===== config.mk =====
export PLATFORM = sky130hd
export DESIGN_NAME = size_window_free_block_cache
export DESIGN_NICKNAME = d
export VERILOG_FILES = /design/src/design/swfbc_pkg.sv /design/src/design/size_window_free_block_cache.sv
export SDC_FILE = /design/constraint.sdc
export NUM_CORES = 2
export LEC_CHECK = 0
export ABC_AREA = 0
export BUFFER_PORTS_ARGS = -buffer_cell sky130_fd_sc_hd__buf_2
export CELL_PAD_IN_SITES_DETAIL_PLACEMENT = 1
export CELL_PAD_IN_SITES_GLOBAL_PLACEMENT = 1
export CORE_ASPECT_RATIO = 1.5
export CORE_MARGIN = 10
export CORE_UTILIZATION = 40
export DETAILED_ROUTE_END_ITERATION = 7
export PLACE_DENSITY_LB_ADDON = 0.1
export SYNTH_ARGS = -nofsm -noshare
export SYNTH_HDL_FRONTEND = slang
export SYNTH_SLANG_ARGS = --single-unit

===== constraint.sdc =====
create_clock -name clk -period 10.4 [get_ports clk]
set_clock_uncertainty 0.15 [all_clocks]
set_input_delay 1.56 -clock clk [delete_from_list [all_inputs] [get_ports clk]]
set_output_delay 1.56 -clock clk [all_outputs]
set_load 0.005 [all_outputs]

===== src/design/swfbc_pkg.sv =====
// Shared types and constants for the size-window free-block cache.
// Used by the cache top level and by its port checker; depends on nothing.
package swfbc_pkg;

  // Cache geometry and address width.
  localparam int CACHE_DEPTH = 24;
  localparam int ADDR_BITS   = 48;

  // Slot index and fill count widths.
  localparam int IDX_W = (CACHE_DEPTH > 1) ? $clog2(CACHE_DEPTH) : 1;
  localparam int CNT_W = $clog2(CACHE_DEPTH + 1);

  // Stream payload widths, padded to whole bytes.
  localparam int IN_DATA_W  = ((2 * ADDR_BITS + 7) / 8) * 8;
  localparam int OUT_DATA_W = ((2 * ADDR_BITS + 7) / 8) * 8;

  // Operation codes carried in the input tuser bit.
  localparam logic OP_TAKE = 1'b0;
  localparam logic OP_PUT  = 1'b1;

  // One cached free block.
  typedef struct packed {
    logic [ADDR_BITS-1:0] base;
    logic [ADDR_BITS-1:0] len;
  } entry_t;

endpackage


===== src/design/size_window_free_block_cache.sv =====
// Size-window free-block cache: slot memory, scan sequencer and result register.
// Depends on swfbc_pkg for geometry, entry type and operation codes.
//
//   Channel   Dir  tuser            tdata
//   in_*      in   [0] operation    [47:0] request_len, [95:48] block_base
//   out_*     out  [0] success      [47:0] found_base,  [95:48] granted_len
//
// A put's result is valid in the cycle after acceptance.
// A take reads one slot per cycle through the registered memory port and
// checks it in the following cycle: a miss ends once all count slots are checked,
// while a hit in slot i then reads the last slot and moves it into slot i.
// Only one transaction is in flight; in_tready is low until the result is taken.
// Reset (rst_n low, synchronous) empties the cache; slot contents need no clearing.
module size_window_free_block_cache (
  input  logic                            clk,
  input  logic                            rst_n,
  input  logic                            in_tvalid,
  output logic                            in_tready,
  input  logic [swfbc_pkg::IN_DATA_W-1:0] in_tdata,   // request_len, block_base
  input  logic [0:0]                      in_tuser,   // operation
  output logic                            out_tvalid,
  input  logic                            out_tready,
  output logic [swfbc_pkg::OUT_DATA_W-1:0] out_tdata, // found_base, granted_len
  output logic [0:0]                      out_tuser   // success
);

  localparam int AB = swfbc_pkg::ADDR_BITS;
  localparam int IW = swfbc_pkg::IDX_W;
  localparam int CW = swfbc_pkg::CNT_W;

  // Sequencer states.
  localparam logic [1:0] ST_IDLE = 2'd0;
  localparam logic [1:0] ST_SCAN = 2'd1;
  localparam logic [1:0] ST_LAST = 2'd2;
  localparam logic [1:0] ST_MOVE = 2'd3;

  localparam logic [CW-1:0] DEPTH_CNT = CW'(swfbc_pkg::CACHE_DEPTH);

  logic [1:0]          state_r;
  logic [CW-1:0]       count_r;
  logic [CW-1:0]       rd_idx_r;
  logic                cmp_vld_r;
  logic [IW-1:0]       cmp_idx_r;
  logic [IW-1:0]       hit_idx_r;
  logic [AB-1:0]       need_r;
  logic [AB-1:0]       top_r;
  logic                out_vld_r;
  logic                out_ok_r;
  logic [AB-1:0]       out_base_r;
  logic [AB-1:0]       out_len_r;

  swfbc_pkg::entry_t   mem [swfbc_pkg::CACHE_DEPTH];
  swfbc_pkg::entry_t   rd_data_r;

  logic                in_acc;
  logic                in_op;
  logic [AB-1:0]       in_len;
  logic [AB-1:0]       in_base;
  logic                hit;
  logic                more;
  logic                rd_en;
  logic [IW-1:0]       rd_addr;
  logic                wr_en;
  logic [IW-1:0]       wr_addr;
  swfbc_pkg::entry_t   wr_data;
  logic [CW-1:0]       last_cnt;

  // Unpack the input transaction.
  assign in_op     = in_tuser[0];
  assign in_len    = in_tdata[AB-1:0];
  assign in_base   = in_tdata[2*AB-1:AB];
  assign in_tready = (state_r == ST_IDLE) && !out_vld_r;
  assign in_acc    = in_tvalid && in_tready;

  // Shared window compare on the slot just read.
  assign hit  = cmp_vld_r && (rd_data_r.len >= need_r) && (rd_data_r.len <= top_r);
  assign more = rd_idx_r < count_r;
  assign last_cnt = count_r - CW'(1);

  // Memory port control.
  always_comb begin
    rd_en   = 1'b0;
    rd_addr = rd_idx_r[IW-1:0];
    wr_en   = 1'b0;
    wr_addr = count_r[IW-1:0];
    wr_data = '{base: in_base, len: in_len};
    unique case (state_r)
      ST_IDLE: begin
        wr_en = in_acc && (in_op == swfbc_pkg::OP_PUT) && (count_r < DEPTH_CNT);
      end
      ST_SCAN: begin
        rd_en = !hit && more;
      end
      ST_LAST: begin
        rd_en   = 1'b1;
        rd_addr = last_cnt[IW-1:0];
      end
      ST_MOVE: begin
        wr_en   = 1'b1;
        wr_addr = hit_idx_r;
        wr_data = rd_data_r;
      end
      default: begin
        rd_en = 1'b0;
      end
    endcase
  end

  // Slot memory with a registered read port.
  always_ff @(posedge clk) begin
    if (wr_en) begin
      mem[wr_addr] <= wr_data;
    end
    if (rd_en) begin
      rd_data_r <= mem[rd_addr];
    end
  end

  // Control sequencer.
  always_ff @(posedge clk) begin
    if (!rst_n) begin
      state_r   <= ST_IDLE;
      count_r   <= '0;
      rd_idx_r  <= '0;
      cmp_vld_r <= 1'b0;
      out_vld_r <= 1'b0;
    end else begin
      if (out_vld_r && out_tready) begin
        out_vld_r <= 1'b0;
      end
      unique case (state_r)
        ST_IDLE: begin
          if (in_acc) begin
            if (in_op == swfbc_pkg::OP_PUT) begin
              out_vld_r <= 1'b1;
              if (count_r < DEPTH_CNT) begin
                count_r <= count_r + CW'(1);
              end
            end else begin
              rd_idx_r  <= '0;
              cmp_vld_r <= 1'b0;
              state_r   <= ST_SCAN;
            end
          end
        end
        ST_SCAN: begin
          if (hit) begin
            cmp_vld_r <= 1'b0;
            state_r   <= ST_LAST;
          end else if (more) begin
            cmp_vld_r <= 1'b1;
            rd_idx_r  <= rd_idx_r + CW'(1);
          end else begin
            cmp_vld_r <= 1'b0;
            out_vld_r <= 1'b1;
            state_r   <= ST_IDLE;
          end
        end
        ST_LAST: begin
          state_r <= ST_MOVE;
        end
        ST_MOVE: begin
          count_r   <= last_cnt;
          out_vld_r <= 1'b1;
          state_r   <= ST_IDLE;
        end
        default: begin
          state_r <= ST_IDLE;
        end
      endcase
    end
  end

  // Payload registers: request window, scan position and result fields.
  always_ff @(posedge clk) begin
    if (in_acc) begin
      need_r     <= in_len;
      top_r      <= in_len[AB-1] ? {AB{1'b1}} : {in_len[AB-2:0], 1'b0};
      out_base_r <= '0;
      if (in_op == swfbc_pkg::OP_PUT) begin
        out_ok_r  <= (count_r < DEPTH_CNT);
        out_len_r <= '0;
      end else begin
        out_ok_r  <= 1'b0;
        out_len_r <= in_len;
      end
    end
    if (state_r == ST_SCAN) begin
      if (hit) begin
        hit_idx_r  <= cmp_idx_r;
        out_ok_r   <= 1'b1;
        out_base_r <= rd_data_r.base;
        out_len_r  <= rd_data_r.len;
      end else if (more) begin
        cmp_idx_r <= rd_idx_r[IW-1:0];
      end
    end
  end

  // Output channel.
  assign out_tvalid = out_vld_r;
  assign out_tuser  = out_ok_r;
  assign out_tdata  = {{(swfbc_pkg::OUT_DATA_W - 2 * AB){1'b0}}, out_len_r, out_base_r};

endmodule


* Yosys cells after proc, flatten, opt, wreduce, memory -nomap -nowiden
Memory sizes are Yosys's and may differ from the RTL's. A register that Yosys moved wholly into a read port is not among the register bits.
Index checks and enable logic that the tools add are counted.
** Word-level totals
- Bits in registers :: 217
- Bits in writable memories :: 2304
- Bits of input ports :: 101
- Output and inout bits :: 99
- Logic and storage cells :: 95
- Memories kept :: 1
** Cells by class
- $add $sub $neg :: 3
- $lt $le $gt $ge :: 4
- Equal/unequal tests :: 10
- Muxes and demuxes :: 44
- Bitwise logic cells :: 1
- Reductions and logical operators :: 19
** Memories
- mem :: words 24, bits a word 96, rd ports 1, clocked after memory_dff 1, write ports 1, line size_window_free_block_cache.sv:52 : swfbc_pkg::entry_t mem [swfbc_pkg::CACHE_DEPTH];
** Operator list (number)
- $mux 48 :: 7
- $mux 96 :: 1
- $ge 48x48->1 :: 1
- $le 48x48->1 :: 1
- $mux 5 :: 9
- $pmux 5 s2 :: 2
- $mux 1 :: 16
- $add 5x1->5 const B :: 2
- $ne 2x2->1 const B :: 5
- $reduce_and 3->1 :: 3
- $logic_and 1x1->1 :: 8
- $mux 2 :: 4
- $pmux 2 s4 :: 1
- $pmux 1 s2 :: 3
- $lt 5x5->1 :: 1
- $lt 5x5->1 const B :: 1
- $reduce_and 5->1 :: 1
- $sub 5x1->5 const B :: 1
- $eq 2x2->1 const B :: 2
- $reduce_and 4->1 :: 1
- $reduce_bool 2->1 :: 2
- $ne 3x3->1 const B :: 1
- $pmux 1 s3 :: 1
- $eq 2x1->1 const B :: 1
- 5 further kinds :: 6

* Logic depth before layout (Yosys ltp)
- Depth after elaboration :: 8
- Mapped depth :: 15
- Mapped depth without buffers :: 12

* Least setup slack after synthesis
Ideal clock, no wire load.
- Kind :: in2reg
- From :: in in_tvalid
- To :: mem mem[12][0] (netlist name) (enable)
- Library setup time :: 552 ps
- Arrival time :: 8398 ps
- Required time :: 9698 ps
- Setup slack :: 1300 ps
- Stages :: 8
- Buffers on the path :: 0
- Cell sequence :: nand2_1 > inv_1 > nand2_1 > a21oi_1 > a22oi_1 > nor2_1 > nand2_1 > nor2_1
** Between the ends
- Word-level cells in the longest chain between the ends :: 6
** RTL lines
- start, declared :: line size_window_free_block_cache.sv:17 : input logic in_tvalid,
- $logic_and 1x1->1 :: line size_window_free_block_cache.sv:73 : assign in_acc = in_tvalid && in_tready;
- named net in_acc :: line size_window_free_block_cache.sv:55 : logic in_acc;
- $logic_and 1x1->1 (2 in a row) :: line size_window_free_block_cache.sv:89 : wr_en = in_acc && (in_op == swfbc_pkg::OP_PUT) && (count_r < DEPTH_CNT);
- $pmux 1 s2 :: line size_window_free_block_cache.sv:87 : unique case (state_r)
- $mux 1 :: line size_window_free_block_cache.sv:111 : if (wr_en) begin
- $mux 1 (not written as such) :: line size_window_free_block_cache.sv:112 : mem[wr_addr] <= wr_data;
- end, declared :: line size_window_free_block_cache.sv:52
The timed path passes the listed nets, and every way through them passes these cells.

* Worst setup path after layout
- From :: reg state_r[0]
- To :: mem mem[16][82] (netlist name) (enable)
** Between the ends
- Word-level cells in the longest chain between the ends :: 8
- Elaborated cells between the ends (all ways) :: 10
- Classes of those cells :: 1 x eq/ne; 4 x mux; 5 x reduce/logical
** RTL lines
- start, declared :: line size_window_free_block_cache.sv:39 : logic [1:0] state_r;
- start signal, assigned :: line size_window_free_block_cache.sv:122 : state_r <= ST_IDLE;
- start signal, assigned :: line size_window_free_block_cache.sv:142 : state_r <= ST_SCAN;
- start signal, assigned :: line size_window_free_block_cache.sv:149 : state_r <= ST_LAST;
- $logic_not 2->1 :: line size_window_free_block_cache.sv:72 : assign in_tready = (state_r == ST_IDLE) && !out_vld_r;
- $logic_and 1x1->1 :: line size_window_free_block_cache.sv:72
- $logic_and 1x1->1 :: line size_window_free_block_cache.sv:73
- named net in_acc :: line size_window_free_block_cache.sv:55
- $logic_and 1x1->1 (2 in a row) :: line size_window_free_block_cache.sv:89
- $pmux 1 s2 :: line size_window_free_block_cache.sv:87
- $mux 1 :: line size_window_free_block_cache.sv:111
- $mux 1 (not written as such) :: line size_window_free_block_cache.sv:112
The timed path passes the listed nets, and every way through them passes these cells.

==> results.md <==
* Vias at 49115
* Critical path arrival at 6160 ps
* Total CTS buffers at 267
* Worst slew margin at 0.308
* EDFF count, synth at 2505
* Area grow syn2layout at 13.2%
* Die area at 277000 µm²
* Critical path class: reg2reg
* Largest net degree at the start of global routing at 142
* Critical path's slowest cell: buf_4
* Lkg Pwr at 38.9 nW
* Root buffer cell: clkbuf_16
* Clock Tree Buf Depth at 4
* Setup TNS at 0 ps
* Post-CTS Resized at 0
* CP Data Required Time at 10670 ps
* Commonest cells after routing, fill and taps aside: edfxtp_1, mux4_2, clkbuf_16
* Place WS at 3840 ps
* IR drop worst, VDD at 0.126 mV
* H-tree levels at 5
* Period utilisation layout at 0.567
* CP Launch Type: register
* Compound-gate portion of the synthesized area at 0.0278
* Slew Limit Fails at 0
* Setup bufs post-CTS at 0
* Seq/Total Area, Yosys at 0.757
* Syn. warnings at 0
* Commonest non-fill, non-tap cell in the layout: edfxtp_1
* First-pass iteration count of the detailed router at 5
* Io pins at 200
* Port bufs at 199
* Gr ovfl total at 0
* DP HPWL at 142 mm
* Netlist cell types at 58
* Yosys reg bits at 2616
* Max frequency at 0.170 GHz
* Fin Hold WS at 265 ps
* Setup ws final at 4510 ps
* Cells after DPL at 8318
* Post-synthesis xor/xnor area fraction at 0.000428
* Power per cell area at 193 nW/µm²
* Finished Cell Area at 116000 µm²
* # setup viols final at 0
* Cell count after synthesis at 4968
* Avg Cell Area, Syn at 20.6 µm²
* Fraction of synthesized area in multiplexers at 0.167
* Post-Syn Nets at 5176
* Critical path capture point type: register
* First-pass GRT wire length at 382 mm
* CTS Sinks at 2616
* Tightest Pin Transition at 1010 ps
* Starting DRT DRC Count at 4242
* Critical path peak fanout at 49
* Die X at 433 µm
* Critical-path cell list: inv_1 > ha_1 > inv_1 > nor2_1 > nand2_4 > inv_4 > nand2_1 > a21oi_1 > a21oi_1 > nor2_1 > nand2_1 > nor2_4 > buf_4 > buf_4
* Slowest cell delay on critical path at 840 ps
* Ys flop type: edfxtp_1
* Routed WL per cell at 30.1 µm
* CTS tree: built
* GRT Overall Usage at 0.189
* Filler instances at 23158
* Worst-Skew Late Latency at 830 ps
* Post-route insts no fill at 8776
* Initial Utilization at 0.401
* Adder-cell share of the synthesized area at 0.0131
* Vias/cell at 5.60
* DRC at 0
* Final wirelength at 264 mm
* Antenna violations before repair at 21
* Core area at 255000 µm²
* Nets at 5475
* Largest family of logic cells by synthesized area: multiplexers
* Hold_buf cts at 0
* Synthesized area at 102000 µm²
* Area after DPL at 107000 µm²
* Status: finished, final reports clean
* Vias in the first global route at 53481
* Max Cap Viol at 0
* Share of cells above drive strength 1 at 0.277
* Std cell rows at 227
* Ys async rst share at 0
* Min-Delay Path Class: reg2reg
* Post-Synth Simple-Gate Area at 0.0193
* Hold Fails Final Rpt at 0
* GPL Wtd Cong at 0.723
* Final ANT Viol Nets at 0
* RSZ-0062 raised after global routing: no
* Final Critical Period at 5890 ps
* Die Y at 639 µm
* Clk slew on worst S/H paths at 60 ps
==> worst max-delay path, delay by kind of cell, from the launching register on <==
kind | cells | cell delay [ps]
flops | 1 | 360
compound gates | 2 | 550
buf+inv | 5 | 2480
simple gates | 6 | 1590
fa+ha+maj | 1 | 250
==> through the flow <==
stage                     total power [mW]  utilization
after global routing                  23.2        0.454
after global placement                13.2        0.422
after floorplan                       12.8            -
after detailed placement              13.3        0.422
final                                 22.4        0.454
after CTS                             22.7        0.454
==> synthesized netlist by cell type (6+ instances only) <==
cell type | count | area (µm²)
edfxtp_1 | 2505 | 75200
a22oi_1 | 49 | 368
nand3_1 | 17 | 85.1
o21ai_1 | 56 | 280
clkbuf_1 | 150 | 563
nor3_1 | 6 | 30.0
o211ai_1 | 98 | 736
a21oi_1 | 47 | 235
mux2i_1 | 192 | 1920
a21o_1 | 11 | 82.6
buf_1 | 27 | 101
o21ai_0 | 159 | 796
buf_6 | 8 | 90.1
inv_1 | 110 | 413
nor2_1 | 50 | 188
mux2_2 | 192 | 2160
ha_1 | 107 | 1340
nand2_1 | 276 | 1040
dfxtp_1 | 111 | 2220
mux4_2 | 576 | 13000
or2_2 | 48 | 300
nand4_1 | 19 | 119
buf_2 | 74 | 370
==> final timing paths <==
| check | start | endpoint | depth (start not counted) | slack [ps] |
|---|---|---|---|---|
| setup / recovery | state_r[0] | mem[16][82] | 14 | 4510 |
| hold / removal | cmp_idx_r[1] | hit_idx_r[1] | 0 | 260 |
| setup reg to reg | state_r[0] | mem[16][82] | 14 | 4510 |
| hold reg to reg | cmp_idx_r[1] | hit_idx_r[1] | 0 | 260 |
==> kinds of logic after synthesis <==
kind of cell | after synthesis
fa+ha+maj | 107
mux | 960
compound gates | 460
flops | 2616
buf+inv | 373
simple gates | 447
xor+xnor | 5
==> final cells by class <==
type / count / area, µm² / area share
sequential: 2616 / 77400 / 0.669
multi-input combinational: 1979 / 23500 / 0.203
clock buffer: 340 / 7240 / 0.0625
tap: 3320 / 4150 / 0.0359
timing repair buffer: 293 / 1930 / 0.0166
clock inverter: 117 / 1060 / 0.00920
inverter: 110 / 415 / 0.00359
antenna: 1 / 2.50 / 0.0000216
==> state kept, by name, indices dropped and copies added, names as in the netlist, named ones only <==
name / count
out_tuser: 1
out_len_r: 48
state_r: 1
cmp_idx_r: 5
top_r: 47
cmp_vld_r: 1
hit_idx_r: 5
out_base_r: 48
rd_data_r: 96
out_tvalid: 1
rd_idx_r: 5
need_r: 48
mem: 2304
count_r: 5
==> routing by layer <==
metal | wire, µm | vias to the layer above | track usage
met1 | 115000 | 26682 | 0.260
met4 | 5270 | 0 | 0.0413
met3 | 13000 | 335 | 0.0263
met2 | 131000 | 1172 | 0.319
met5 | 0 | - | 0
li1 | - | 20926 | -
==> power by group <==
group	switching, mW	total (mW)	internal [mW]
Combinational	0.728	1.15	0.423
Sequential	0.0759	11.8	11.8
Clock	4.00	9.37	5.37
Total	4.81	22.4	17.6
Power figures use the tool's default switching activity.
